**src/design/wrd_pkg.sv**
```systemverilog
// ----------------------------------------------------------------------------
// wrd_pkg
// Types, constants and the bytewise CRC-32 update for the log record deframer.
// ----------------------------------------------------------------------------
package wrd_pkg;

	localparam int unsigned BitsPerByte = 8;
	localparam logic [31:0] CrcAllOnes  = 32'hFFFF_FFFF;
	localparam logic [31:0] CrcPoly     = 32'hEDB8_8320;
	localparam logic [1:0]  LastIdx     = 2'd3;

	typedef enum logic [1:0] {
		PH_LEN = 2'd0,
		PH_SUM = 2'd1,
		PH_PAY = 2'd2
	} phase_t;

	typedef struct packed {
		logic       valid;
		logic [7:0] payload_byte;
		logic       has_payload;
		logic       record_last;
		logic       record_good;
	} result_t;

	// Reflected CRC-32 update by one byte, unrolled into an XOR tree.
	function automatic logic [31:0] crc_byte(input logic [31:0] crc, input logic [7:0] b);
		logic [31:0] c;
		c = crc ^ {24'd0, b};
		for (int k = 0; k < BitsPerByte; k++) begin
			c = (c >> 1) ^ (CrcPoly & {32{c[0]}});
		end
		return c;
	endfunction

	function automatic logic [31:0] put_le_byte(input logic [31:0] word, input logic [1:0] idx,
			input logic [7:0] b);
		logic [31:0] w;
		w = word;
		unique case (idx)
			2'd0: w[7:0]   = b;
			2'd1: w[15:8]  = b;
			2'd2: w[23:16] = b;
			2'd3: w[31:24] = b;
		endcase
		return w;
	endfunction

endpackage

```
**src/design/wal_record_deframer.sv**
```systemverilog
// ----------------------------------------------------------------------------
// wal_record_deframer
// Splits a write-ahead-log byte stream into length-prefixed records and
// checks each record payload against its stored CRC-32.
// ----------------------------------------------------------------------------
// The block takes one log byte per cycle and gives at most one result per
// request: payload bytes as they arrive, and a last flag with a good flag at
// the end of each record. Each request passes an input register and then a
// result register, and a new request is taken in every cycle while the output
// side keeps up. The rate is set by the combinational CRC byte update feeding
// back into the running CRC register. After a bad record no result is given
// until a request with the new-file flag arrives.
module wal_record_deframer (
	input  logic       clk,
	input  logic       arst_n,
	input  logic       s_axis_tvalid,
	output logic       s_axis_tready,
	input  logic [7:0] s_axis_tdata,   // [7:0] data_byte
	input  logic       s_axis_tuser,   // [0] new_file
	output logic       m_axis_tvalid,
	input  logic       m_axis_tready,
	output logic [7:0] m_axis_tdata,   // [7:0] payload_byte
	output logic [1:0] m_axis_tuser,   // [0] has_payload, [1] record_good
	output logic       m_axis_tlast    // record_last
);

	logic         valid_s1;
	logic [7:0]   data_s1;
	logic         nf_s1;

	wrd_pkg::phase_t phase_q, phase_d, phase_e;
	logic [1:0]   idx_q, idx_d, idx_e;
	logic [31:0]  len_q, len_d, len_e;
	logic [31:0]  chk_q, chk_d, chk_e;
	logic [31:0]  left_q, left_d, left_e;
	logic [31:0]  crc_q, crc_d, crc_e;
	logic         stop_q, stop_d, stop_e;

	logic [31:0]  chk_new;
	logic [31:0]  crc_new;
	logic [31:0]  left_new;
	logic         pay_last;
	logic         pay_good;
	logic         empty_good;

	wrd_pkg::result_t res;
	wrd_pkg::result_t out_q;

	logic can_load;
	logic fire_s1;

	assign can_load      = !out_q.valid || m_axis_tready;
	assign fire_s1       = valid_s1 && can_load;
	assign s_axis_tready = !valid_s1 || can_load;

	always_ff @(posedge clk or negedge arst_n) begin
		if (!arst_n) begin
			valid_s1 <= 1'b0;
		end else if (s_axis_tready) begin
			valid_s1 <= s_axis_tvalid;
		end
	end

	always_ff @(posedge clk) begin
		if (s_axis_tready && s_axis_tvalid) begin
			data_s1 <= s_axis_tdata;
			nf_s1   <= s_axis_tuser;
		end
	end

	always_comb begin
		if (nf_s1) begin
			phase_e = wrd_pkg::PH_LEN;
			idx_e   = 2'd0;
			len_e   = 32'd0;
			chk_e   = 32'd0;
			left_e  = 32'd0;
			crc_e   = wrd_pkg::CrcAllOnes;
			stop_e  = 1'b0;
		end else begin
			phase_e = phase_q;
			idx_e   = idx_q;
			len_e   = len_q;
			chk_e   = chk_q;
			left_e  = left_q;
			crc_e   = crc_q;
			stop_e  = stop_q;
		end
	end

	assign chk_new    = wrd_pkg::put_le_byte(chk_e, idx_e, data_s1);
	assign crc_new    = wrd_pkg::crc_byte(crc_e, data_s1);
	assign left_new   = left_e - 32'd1;
	assign pay_last   = (left_new == 32'd0);
	assign pay_good   = ((crc_new ^ wrd_pkg::CrcAllOnes) == chk_e);
	assign empty_good = (chk_new == 32'd0);

	always_comb begin
		phase_d = phase_e;
		idx_d   = idx_e;
		len_d   = len_e;
		chk_d   = chk_e;
		left_d  = left_e;
		crc_d   = crc_e;
		stop_d  = stop_e;
		if (!stop_e) begin
			unique case (phase_e)
				wrd_pkg::PH_SUM: begin
					chk_d = chk_new;
					if (idx_e != wrd_pkg::LastIdx) begin
						idx_d = idx_e + 2'd1;
					end else begin
						idx_d = 2'd0;
						crc_d = wrd_pkg::CrcAllOnes;
						if (len_e == 32'd0) begin
							phase_d = wrd_pkg::PH_LEN;
							stop_d  = !empty_good;
						end else begin
							left_d  = len_e;
							phase_d = wrd_pkg::PH_PAY;
						end
					end
				end
				wrd_pkg::PH_PAY: begin
					crc_d  = crc_new;
					left_d = left_new;
					if (pay_last) begin
						stop_d  = !pay_good;
						phase_d = wrd_pkg::PH_LEN;
						idx_d   = 2'd0;
						crc_d   = wrd_pkg::CrcAllOnes;
					end
				end
				default: begin
					phase_d = wrd_pkg::PH_LEN;
					len_d   = wrd_pkg::put_le_byte(len_e, idx_e, data_s1);
					if (idx_e != wrd_pkg::LastIdx) begin
						idx_d = idx_e + 2'd1;
					end else begin
						idx_d   = 2'd0;
						phase_d = wrd_pkg::PH_SUM;
					end
				end
			endcase
		end
	end

	always_comb begin
		res = '0;
		if (!stop_e) begin
			unique case (phase_e)
				wrd_pkg::PH_SUM: begin
					if (idx_e == wrd_pkg::LastIdx && len_e == 32'd0) begin
						res.valid       = 1'b1;
						res.record_last = 1'b1;
						res.record_good = empty_good;
					end
				end
				wrd_pkg::PH_PAY: begin
					res.valid        = 1'b1;
					res.payload_byte = data_s1;
					res.has_payload  = 1'b1;
					res.record_last  = pay_last;
					res.record_good  = pay_last && pay_good;
				end
				default: begin
					res = '0;
				end
			endcase
		end
	end

	always_ff @(posedge clk or negedge arst_n) begin
		if (!arst_n) begin
			phase_q <= wrd_pkg::PH_LEN;
			idx_q   <= 2'd0;
			len_q   <= 32'd0;
			chk_q   <= 32'd0;
			left_q  <= 32'd0;
			crc_q   <= wrd_pkg::CrcAllOnes;
			stop_q  <= 1'b0;
		end else if (fire_s1) begin
			phase_q <= phase_d;
			idx_q   <= idx_d;
			len_q   <= len_d;
			chk_q   <= chk_d;
			left_q  <= left_d;
			crc_q   <= crc_d;
			stop_q  <= stop_d;
		end
	end

	always_ff @(posedge clk or negedge arst_n) begin
		if (!arst_n) begin
			out_q <= '0;
		end else if (can_load) begin
			out_q.valid <= fire_s1 && res.valid;
			if (fire_s1 && res.valid) begin
				out_q.payload_byte <= res.payload_byte;
				out_q.has_payload  <= res.has_payload;
				out_q.record_last  <= res.record_last;
				out_q.record_good  <= res.record_good;
			end
		end
	end

	assign m_axis_tvalid   = out_q.valid;
	assign m_axis_tdata    = out_q.payload_byte;
	assign m_axis_tuser[0] = out_q.has_payload;
	assign m_axis_tuser[1] = out_q.record_good;
	assign m_axis_tlast    = out_q.record_last;

	a_empty_is_end: assert property (@(posedge clk) disable iff (!arst_n)
		(res.valid && !res.has_payload) |-> (res.record_last && res.payload_byte == 8'd0))
		else $error("result without payload must close a record");

	a_good_only_at_end: assert property (@(posedge clk) disable iff (!arst_n)
		(res.valid && !res.record_last) |-> !res.record_good)
		else $error("good flag outside a record end");

	a_stopped_silent: assert property (@(posedge clk) disable iff (!arst_n)
		(fire_s1 && stop_q && !nf_s1) |-> !res.valid)
		else $error("result produced while replay is stopped");

	a_payload_left: assert property (@(posedge clk) disable iff (!arst_n)
		(phase_q == wrd_pkg::PH_PAY) |-> (left_q != 32'd0 && idx_q == 2'd0))
		else $error("payload phase with no bytes left");

	a_stop_on_bad: assert property (@(posedge clk) disable iff (!arst_n)
		(fire_s1 && res.valid && res.record_last && !res.record_good) |=> stop_q)
		else $error("bad record did not stop replay");

endmodule

```
**config.mk**
```make
export PLATFORM = sky130hd
export DESIGN_NAME = wal_record_deframer
export DESIGN_NICKNAME = d
export VERILOG_FILES = /design/src/design/wrd_pkg.sv /design/src/design/wal_record_deframer.sv
export SDC_FILE = /design/constraint.sdc
export NUM_CORES = 1
export LEC_CHECK = 0
export CAP_MARGIN = 0
export CORE_MARGIN = 3
export CORE_UTILIZATION = 24
export CTS_BUF_LIST = sky130_fd_sc_hd__clkbuf_2
export DETAILED_ROUTE_END_ITERATION = 8
export DONT_BUFFER_PORTS = 1
export REMOVE_ABC_BUFFERS = 1
export SLEW_MARGIN = 30
export SYNTH_ARGS = -nofsm -noshare
export SYNTH_HDL_FRONTEND = slang
export SYNTH_SLANG_ARGS = --single-unit
```
**constraint.sdc**
```tcl
create_clock -name clk -period 4.8 [get_ports clk]
set_input_delay 0.24 -clock clk [delete_from_list [all_inputs] [get_ports clk]]
set_output_delay 0.24 -clock clk [all_outputs]
set_load 0.02 [all_outputs]
```
==> results of run 1 <==
cells by family (layout without fill, tap and decap cells):
| group | Yosys count | count (layout) | share of synthesized area, % |
|---|---|---|---|
| compound gates | 361 | 361 | 23.4 |
| xor+xnor | 117 | 117 | 11.9 |
| fa+ha+maj | 8 | 8 | 0.906 |
| buf+inv | 128 | 107 | 5.07 |
| flops | 155 | 155 | 35.9 |
| mux | 31 | 31 | 2.84 |
| other cells | 0 | 2 | 0 |
| simple gates | 429 | 429 | 20.1 |
final timing paths:
| check | endpoint | slack [ns] | cells after the start |
|---|---|---|---|
| max | stop_q$_DFFE_PN0P_ | 0.88 | 10 |
| min | left_q[13]$_DFFE_PN0P_ | 0.04 | 2 |
| max reg2reg | stop_q$_DFFE_PN0P_ | 0.88 | 10 |
| min reg2reg | crc_q[9]$_DFFE_PN1P_ | 0.50 | 2 |
| max in group asynchronous | len_q[20]$_DFFE_PN0P_ | 4.15 | 2 |
| min in group clk | nf_s1$_DFFE_PP_ | 0.12 | 1 |
Yosys cell counts (6+ instances only):
library cell	instances	share of area, %
a21oi_1	46	2.1
a22o_1	83	6.6
a22oi_1	7	0.48
a22oi_2	9	1.0
a31oi_1	16	0.91
a31oi_2	10	1.1
a32o_1	7	0.63
and2_1	8	0.45
and3_1	14	0.79
buf_1	7	0.24
buf_2	15	0.68
buf_4	6	0.41
clkbuf_1	65	2.2
dfrtp_1	114	26
dfstp_2	32	7.6
edfxtp_1	9	2.4
ha_1	8	0.91
inv_1	28	0.95
mux2i_1	28	2.5
nand2_1	147	5.0
nand3_1	17	0.77
nand4_1	16	0.91
nor2_1	92	3.1
nor2b_1	9	0.51
nor3_1	17	0.77
nor4_1	35	2.0
nor4b_1	9	0.71
o211ai_1	13	0.88
o21ai_0	100	4.5
o21ai_1	7	0.32
o22ai_1	10	0.57
or2_2	7	0.40
or3_1	12	0.68
or4_1	7	0.48
xnor2_1	64	5.1
xnor3_1	16	3.3
xor2_1	30	2.4
layout by cell type, fill, tap and decap left out, types with 17 or more instances in the layout:
| cell type | Yosys | layout |
|---|---|---|
| clkbuf_2 | 1 | 20 |
| xnor2_1 | 64 | 64 |
| nor4_1 | 35 | 35 |
| nand3_1 | 17 | 17 |
| xor2_1 | 30 | 30 |
| inv_1 | 28 | 28 |
| mux2i_1 | 28 | 28 |
| o21ai_0 | 100 | 100 |
| dfstp_2 | 32 | 32 |
| dlygate4sd3_1 | 0 | 21 |
| a21oi_1 | 46 | 45 |
| nand2_1 | 147 | 147 |
| buf_4 | 6 | 23 |
| a22o_1 | 83 | 83 |
| dfrtp_1 | 114 | 114 |
| nor3_1 | 17 | 17 |
| nor2_1 | 92 | 92 |
metrics by stage:
stage | setup TNS, ns | cells | util, % | hold WS (ns) | power, mW
global placement | 0 | 1754 | 25.4 | -0.0361 | 2.59
detailed placement | 0 | 1754 | 25.4 | -0.0359 | 2.61
floorplan | -40.15 | 1130 | - | -0.0556 | 2.27
global route | 0 | 1808 | 26.4 | 0.0115 | 3.52
CTS | 0 | 1808 | 26.4 | 0.0317 | 3.36
finish | 0 | 1810 | 26.4 | 0.0378 | 3.35
registers in the layout, summed over array words and instances, names as in the netlist, 2 cells and up:
register      count
phase_q           2
data_s1           8
idx_q             2
m_axis_tuser      2
len_q            32
m_axis_tdata      8
chk_q            32
left_q           32
crc_q            32
metal layers:
metal / wire [um] / up-vias
met3: 2450 / 74
met4: 869 / 0
met1: 16400 / 4852
met5: 0 / -
li1: - / 4450
met2: 16700 / 397
power groups by stage:
stage | clock network [mW] | registers [mW] | logic, mW
floorplan | 0 | 1.52 | 0.756
global placement | 0 | 1.54 | 1.05
detailed placement | 0 | 1.54 | 1.06
CTS | 0.726 | 1.52 | 1.11
global route | 0.781 | 1.53 | 1.20
finish | 0.704 | 1.52 | 1.12
layout make-up:
class	count	share of cell area, %
tap	600	6.25
timing repair buffer	46	3.58
inverter	29	0.907
clock inverter	12	0.844
multi-input combinational	946	54.5
antenna	2	0.0417
clock buffer	20	0.834
sequential	155	33.0
what timing repair did:
action,CTS,global route
hold buffers,22,0
setup buffers,0,0
endpoints found under the hold margin,166,0
==> flow_summary.ini, run 1 <==
[run_status]
outcome = completed

[grt]
met1_usage_pct = 20.7
grt_pass1_vias = 9440
track_usage_pct = 14.8
grt_use_met2_pct = 23.2
antenna_found_initial = 1
grt_remaining_overflow = 0
grt_pass1_wl_um = 56300
use_met3_pct = 3.06
top_usage_layer = met2
grt_max_degree = 147

[sta]
setup_ws_ns = 0.885
hold_viol_final = 0
tightest_slew_ns = 0.963
slew_headroom_pct = 35.8
fin_crit_sh_pct = 81.6
fmax_ghz = 0.255
finalCriticalPeriod_ns = 3.92
rsz0062_at_grt = no
maxSlewViolCount = 0
fin_skew_ns = 0.0498
finalSetupViolCount = 0

[setup_path]
critical_path_arrival_ns = 4.62
critPathCaptureType = register
crit_buf_inv = 1
critical_path_class = register to register
crit_top_cell = xnor2_2
startpoint_type = register
cp-startpoint = nf_s1$_DFFE_PP_
crit_path_max_incr_delay_ns = 0.62
cp.required_ns = 5.50
r2r_start = nf_s1$_DFFE_PP_
cpLargestDelayFamily = XOR/XNOR gates
path_cells = buf_12 -> nor2_1 -> xnor2_2 -> xnor3_1 -> xnor2_2 -> xor2_1 -> or4b_1 -> a2bb2oi_1 -> and4_1 -> o41ai_1
cpMaxStageDelayCell = xnor2_2
crit_fanout = 103

[clock_network]
clk_path_buf_depth = 2
cts-root-buf = clkbuf_2
clk_latency_ns = 0.83
postCtsResizedCells = 0
path_clk_slew_ns = 0.26
htree_levels = 4
clock-sinks = 155
cts_tree = yes
numCtsBuffers = 17

[placement]
placed_area_um2 = 11600
port_buffers = 0
dp_hpwl_um = 25100
pre_cts_slack_ns = 1.01
place.gp.congestion = 0.926

[drt]
vias = 9773
firstDrtPassIters = 6
route.detailed.drc = 0
drtIter0Drc = 990
routed_wl_um = 36400
viasPerCell = 5.40
ant_nets = 0
wl_per_cell_um = 20.1

[floorplanning]
die_width_um = 221
start_util_pct = 24.3
core_um2 = 45500
rows = 78
dieArea_um2 = 48700
io_pins = 26
die_h_um = 221

[final_layout]
seq_area_um2 = 3960
fin_area_um2 = 12000
synthToLayoutAreaGrowth_pct = 8.63
fin_nets = 1216
layout-drive-gt1-share_pct = 11.9
multiInputGateArea_um2 = 6550
num-fill-cells = 4957

[run]
cap_viol_max_count = 0

[power_and_ir_drop]
p_int_mw = 2.06
power_density_nw_per_um2 = 279
combPwrFrac_pct = 33.4
peakVddDrop_v = 0.000188
power.switching_mw = 1.29
p_clk_share_pct = 21.0
power_frac_seq_pct = 45.5
swShare_pct = 38.5
power_leakage_nw = 4.93

[yosys]
yosys_warnings = 0
avgSynthCellArea_um2 = 8.99
synthesis.instances = 1229
async_reset_ff_share_pct = 94.2
ys_types = 87
synth_area_um2 = 11100
ys_seq_area_share_pct = 35.9
synthFlopType = dfrtp_1
synth_edf_count = 9
ys_ff_latch = 155

[worst_hold_path]
holdCritPathClass = input pin to asynchronous set/reset pin
Note: power is estimated with default switching activity, not from simulation.
==> run 2, diff against run 1 <==
Clock period 4.8 ns to 4 ns, I/O delays scaled along.
==> flow_summary.ini, run 2 (synthesis results as in run 1) <==
[floorplanning]
core_um2 = 45500
die_width_um = 221
die_h_um = 221
io_pins = 26
rows = 78
dieArea_um2 = 48700
start_util_pct = 24.3

[final_layout]
layout-drive-gt1-share_pct = 13.1
fin_nets = 1236
final_common_cell = nand2_1
final_cell_mix = 147 x nand2_1, 114 x dfrtp_1, 100 x o21ai_0, 92 x nor2_1, 83 x a22o_1
diodes = 0
synthToLayoutAreaGrowth_pct = 10.4

[sta]
rsz0062_at_grt = no
slew_headroom_pct = 35.8
whs_ns = 0.119
final.setup.tns_ns = 0
hold_viol_final = 0
fin_crit_sh_pct = 94.8
tightest_slew_ns = 0.956
fin_skew_ns = 0.0545
finalSetupViolCount = 0
finalCriticalPeriod_ns = 3.79
maxSlewViolCount = 0
fmax_ghz = 0.264

[grt]
antenna_found_initial = 0
grt_max_degree = 145
grt_remaining_overflow = 0
grt_pass1_vias = 9275
track_usage_pct = 15.0
grt_pass1_wl_um = 56800

[drt]
vias = 9941
viasPerCell = 5.44
wl_per_cell_um = 20.3
route.detailed.drc = 0
ant_nets = 0
firstDrtPassIters = 5
routed_wl_um = 37200
drtIter0Drc = 1018

[setup_path]
critical_path_class = register to register
crit_fanout = 9
critical_path_arrival_ns = 4.50
reg2reg_slack_ns = 0.21
cp.required_ns = 4.71
critPathCaptureType = register
startpoint_type = register

[clock_network]
htree_levels = 4
cts-root-buf = clkbuf_2
cts_tree = yes
numCtsBuffers = 17
clock-sinks = 155
clk_path_buf_depth = 2
path_clk_slew_ns = 0.25
postCtsResizedCells = 0
clk_latency_ns = 0.83

[power_and_ir_drop]
peakVddDrop_v = 0.000165
power_density_nw_per_um2 = 337
power_leakage_nw = 5.03
p_total_mw = 4.11

[run]
cap_viol_max_count = 0

[placement]
place.gp.congestion = 0.933
port_buffers = 0
dp_hpwl_um = 25800

[run_status]
outcome = completed

[worst_hold_path]
holdCritPathClass = input pin to register
[run 2: changes by cell type in the layout (fill, tap and decap cells not counted), sizes merged]
| cell | before | now |
|---|---|---|
| buf | 25 | 42 |
| bufinv | 1 | 2 |
| clkinv | 10 | 5 |
| clkinvlp | 0 | 4 |
| diode | 2 | 0 |
| dlygate4sd3 | 21 | 24 |
[run 2: routing by layer]
metal  wire length [um]  track usage (%)  vias up
met5                  0                0        -
met4                810             3.95        0
met3               2620             2.93       61
met2              17200             23.4      423
met1              16600             21.3     4970
li1                   -                -     4487
[run 2: through the flow]
step                cells  utilization (%)  worst slack [ns]  area [um2]
global route         1828             26.8           0.00920       12200
CTS                  1826             26.8             0.277       12200
global placement     1769             25.7             0.442       11700
detailed placement   1769             25.7             0.334       11700
finish               1828             26.8             0.207       12200
floorplan            1130                -             -1.73       10600
[run 2: path summary, 6_finish.rpt]
path                                       start                         to  cells past startpoint
hold / removal                     m_axis_tready  m_axis_tvalid$_DFFE_PN0P_                      3
max in group asynchronous                 arst_n     left_q[11]$_DFFE_PN0P_                      4
min in group asynchronous                 arst_n     left_q[13]$_DFFE_PN0P_                      3
setup reg to reg           left_q[4]$_DFFE_PN0P_         stop_q$_DFFE_PN0P_                      8
hold reg to reg            crc_q[13]$_DFFE_PN1P_      crc_q[13]$_DFFE_PN1P_                      2
setup / recovery           left_q[4]$_DFFE_PN0P_         stop_q$_DFFE_PN0P_                      8
[run 2: layout make-up]
| cell class | instances | area, um2 |
|---|---|---|
| fill | 4893 | 33300 |
| multi-input combinational | 946 | 6540 |
| sequential | 155 | 3960 |
| tap | 600 | 751 |
| timing repair buffer | 66 | 613 |
| clock inverter | 12 | 125 |
| inverter | 29 | 109 |
| clock buffer | 20 | 100 |
[run 2: what timing repair did]
item | 4_1_cts | 5_1_grt
hold buffers | 25 | 0
endpoints found under the hold margin | 166 | 0
setup buffers | 0 | 2
endpoints found under the setup margin | 0 | 7
[run 2: worst max-delay path: stages (launching register included)]
cell,delay [ns]
dfrtp_1,0.55
or3_1,0.50
or3_1,0.55
nor3_4,0.29
mux2_1,0.37
or4_1,0.52
nor3_1,0.22
nand4_1,0.28
o41ai_1,0.40
[run 2: power by group]
part / internal [mW] / leakage (nW) / total (mW) / switching, mW
logic: 0.572 / 2.91 / 1.39 / 0.821
registers: 1.69 / 1.99 / 1.83 / 0.136
clock network: 0.289 / 0.132 / 0.887 / 0.598
total: 2.55 / 5.03 / 4.11 / 1.56
==> run 3, diff against run 2 <==
Settings changed: CELL_PAD_IN_SITES_DETAIL_PLACEMENT from default to 1, CELL_PAD_IN_SITES_GLOBAL_PLACEMENT from default to 1, PLACE_DENSITY_LB_ADDON from default to 0.1.
==> flow_summary.ini, run 3 (synthesis results as in run 1) <==
[run]
cap_viol_max_count = 0

[final_layout]
layout-drive-gt1-share_pct = 15.2
fin_nets = 1260
final_common_cell = nand2_1
final_cell_mix = 147 x nand2_1, 113 x dfrtp_1, 99 x o21ai_0, 92 x nor2_1, 83 x a22o_1
fin_area_um2 = 12400
synthToLayoutAreaGrowth_pct = 12.5
post-route-util_pct = 27.3
num-fill-cells = 5360

[setup_path]
startpoint_type = register
crit_buf_inv = 2
critPathCaptureType = register
cp.required_ns = 4.80
critical_path_class = register to register
cpMaxStageDelayCell = edfxtp_1
crit_path_max_incr_delay_ns = 0.52
crit_fanout = 46
critical_path_arrival_ns = 4.61
cpLargestDelayFamily = compound AO/OA/AOI/OAI gates
crit_top_cell = o41ai_1
path_cells = inv_2 -> buf_4 -> a21oi_1 -> o211a_1 -> or2_2 -> o41ai_1 -> o32ai_1 -> nor4_1 -> and4_1 -> o41ai_1

[sta]
finalCriticalPeriod_ns = 3.81
fin_skew_ns = 0.0547
slew_headroom_pct = 40.9
maxSlewViolCount = 0
finalSetupViolCount = 0
fmax_ghz = 0.262
tightest_slew_ns = 0.879
rsz0062_at_grt = no
whs_ns = 0.229
hold_viol_final = 0
fin_crit_sh_pct = 95.3

[grt]
antenna_found_initial = 2
grt_pass1_vias = 10243
grt_pass1_wl_um = 70800
grt_remaining_overflow = 0
track_usage_pct = 19.7
grt_max_degree = 115

[placement]
placed_area_um2 = 11900
place.gp.congestion = 0.787
port_buffers = 0
dp_hpwl_um = 33900

[power_and_ir_drop]
power_density_nw_per_um2 = 347
power_leakage_nw = 5.17
peakVddDrop_v = 0.000228
p_total_mw = 4.31

[clock_network]
cts-root-buf = clkbuf_2
cts_tree = yes
clock-sinks = 155
clk_latency_ns = 0.90
htree_levels = 4
numCtsBuffers = 17
clk_path_buf_depth = 2
postCtsSetupBuffers = 0
path_clk_slew_ns = 0.31

[drt]
firstDrtPassIters = 5
vias = 9807
viasPerCell = 5.29
drtIter0Drc = 602
route.detailed.drc = 0
routed_wl_um = 47400
ant_nets = 0
wl_per_cell_um = 25.6

[floorplanning]
rows = 78
start_util_pct = 24.3
core_um2 = 45500
io_pins = 26
dieArea_um2 = 48700
die_h_um = 221
die_width_um = 221

[worst_hold_path]
holdCritPathClass = input pin to register

[run_status]
outcome = completed
[run 3: cell types whose count changed in the layout (fill, tap and decap cells not counted), moves of 2 or more]
| cell | change |
|---|---|
| buf_12 | -2 |
| buf_4 | +25 |
| bufinv_16 | -2 |
| clkbuf_2 | -3 |
| clkinv_1 | -2 |
| clkinv_2 | -2 |
| clkinv_8 | +2 |
| inv_6 | +3 |
| inv_8 | +4 |
[run 3: final timing paths]
kind,start,end,slack (ns),cells after the start
setup / recovery,nf_s1$_DFFE_PP_,stop_q$_DFFE_PN0P_,0.19,10
hold / removal,m_axis_tready,valid_s1$_DFFE_PN0N_,0.23,3
setup reg to reg,nf_s1$_DFFE_PP_,stop_q$_DFFE_PN0P_,0.19,10
hold reg to reg,crc_q[22]$_DFFE_PN1P_,crc_q[22]$_DFFE_PN1P_,0.51,2
max in group asynchronous,arst_n,chk_q[15]$_DFFE_PN0P_,2.70,4
min in group asynchronous,arst_n,crc_q[28]$_DFFE_PN1P_,0.53,3
[run 3: worst reg2reg max path: cells and delay by family (launching register included)]
kind                   cells  cell delay [ns]
flip-flops                 1             0.52
AO/OA/AOI/OAI              5             1.42
buffers and inverters      2             0.63
AND/OR/NAND/NOR            3             1.17
[run 3: cell type report]
type | instances | area, um2 | area share, %
Tap cell | 600 | 751 | 6.04
Antenna cell | 1 | 2.50 | 0.0201
Clock buffer | 17 | 85.1 | 0.684
Inverter | 29 | 109 | 0.876
Clock inverter | 15 | 153 | 1.23
Multi-Input combinational cell | 946 | 6580 | 52.9
Timing Repair Buffer | 90 | 788 | 6.34
Sequential cell | 155 | 3970 | 31.9
[run 3: power by group]
part	total, mW	internal, mW	switching (mW)
registers	1.84	1.69	0.146
logic	1.51	0.618	0.889
clock network	0.965	0.203	0.762
[run 3: timing repair]
| item | CTS | global route |
|---|---|---|
| endpoints found under the setup margin | 0 | 13 |
| endpoints found under the hold margin | 169 | 0 |
| resized for setup | 0 | 5 |
| hold buffers | 26 | 0 |
[run 3: metal layers]
| layer | vias up | wire length (um) | GRT usage [%] | share of wire [%] |
|---|---|---|---|---|
| met2 | 149 | 23500 | 34.1 | 50 |
| met4 | 0 | 858 | 4.67 | 1.8 |
| met1 | 5082 | 21900 | 26.1 | 46 |
| met5 | - | 0 | 0 | 0 |
| li1 | 4531 | - | - | - |
| met3 | 45 | 1180 | 2.73 | 2.5 |
[run 3: metrics by stage]
step                std cells  setup WS [ns]  setup TNS, ns
floorplan                1130          -1.73        -124.39
global placement         1794          0.142              0
detailed placement       1794          0.171              0
CTS                      1852         0.0636              0
global route             1853         0.0110              0
finish                   1853          0.190              0
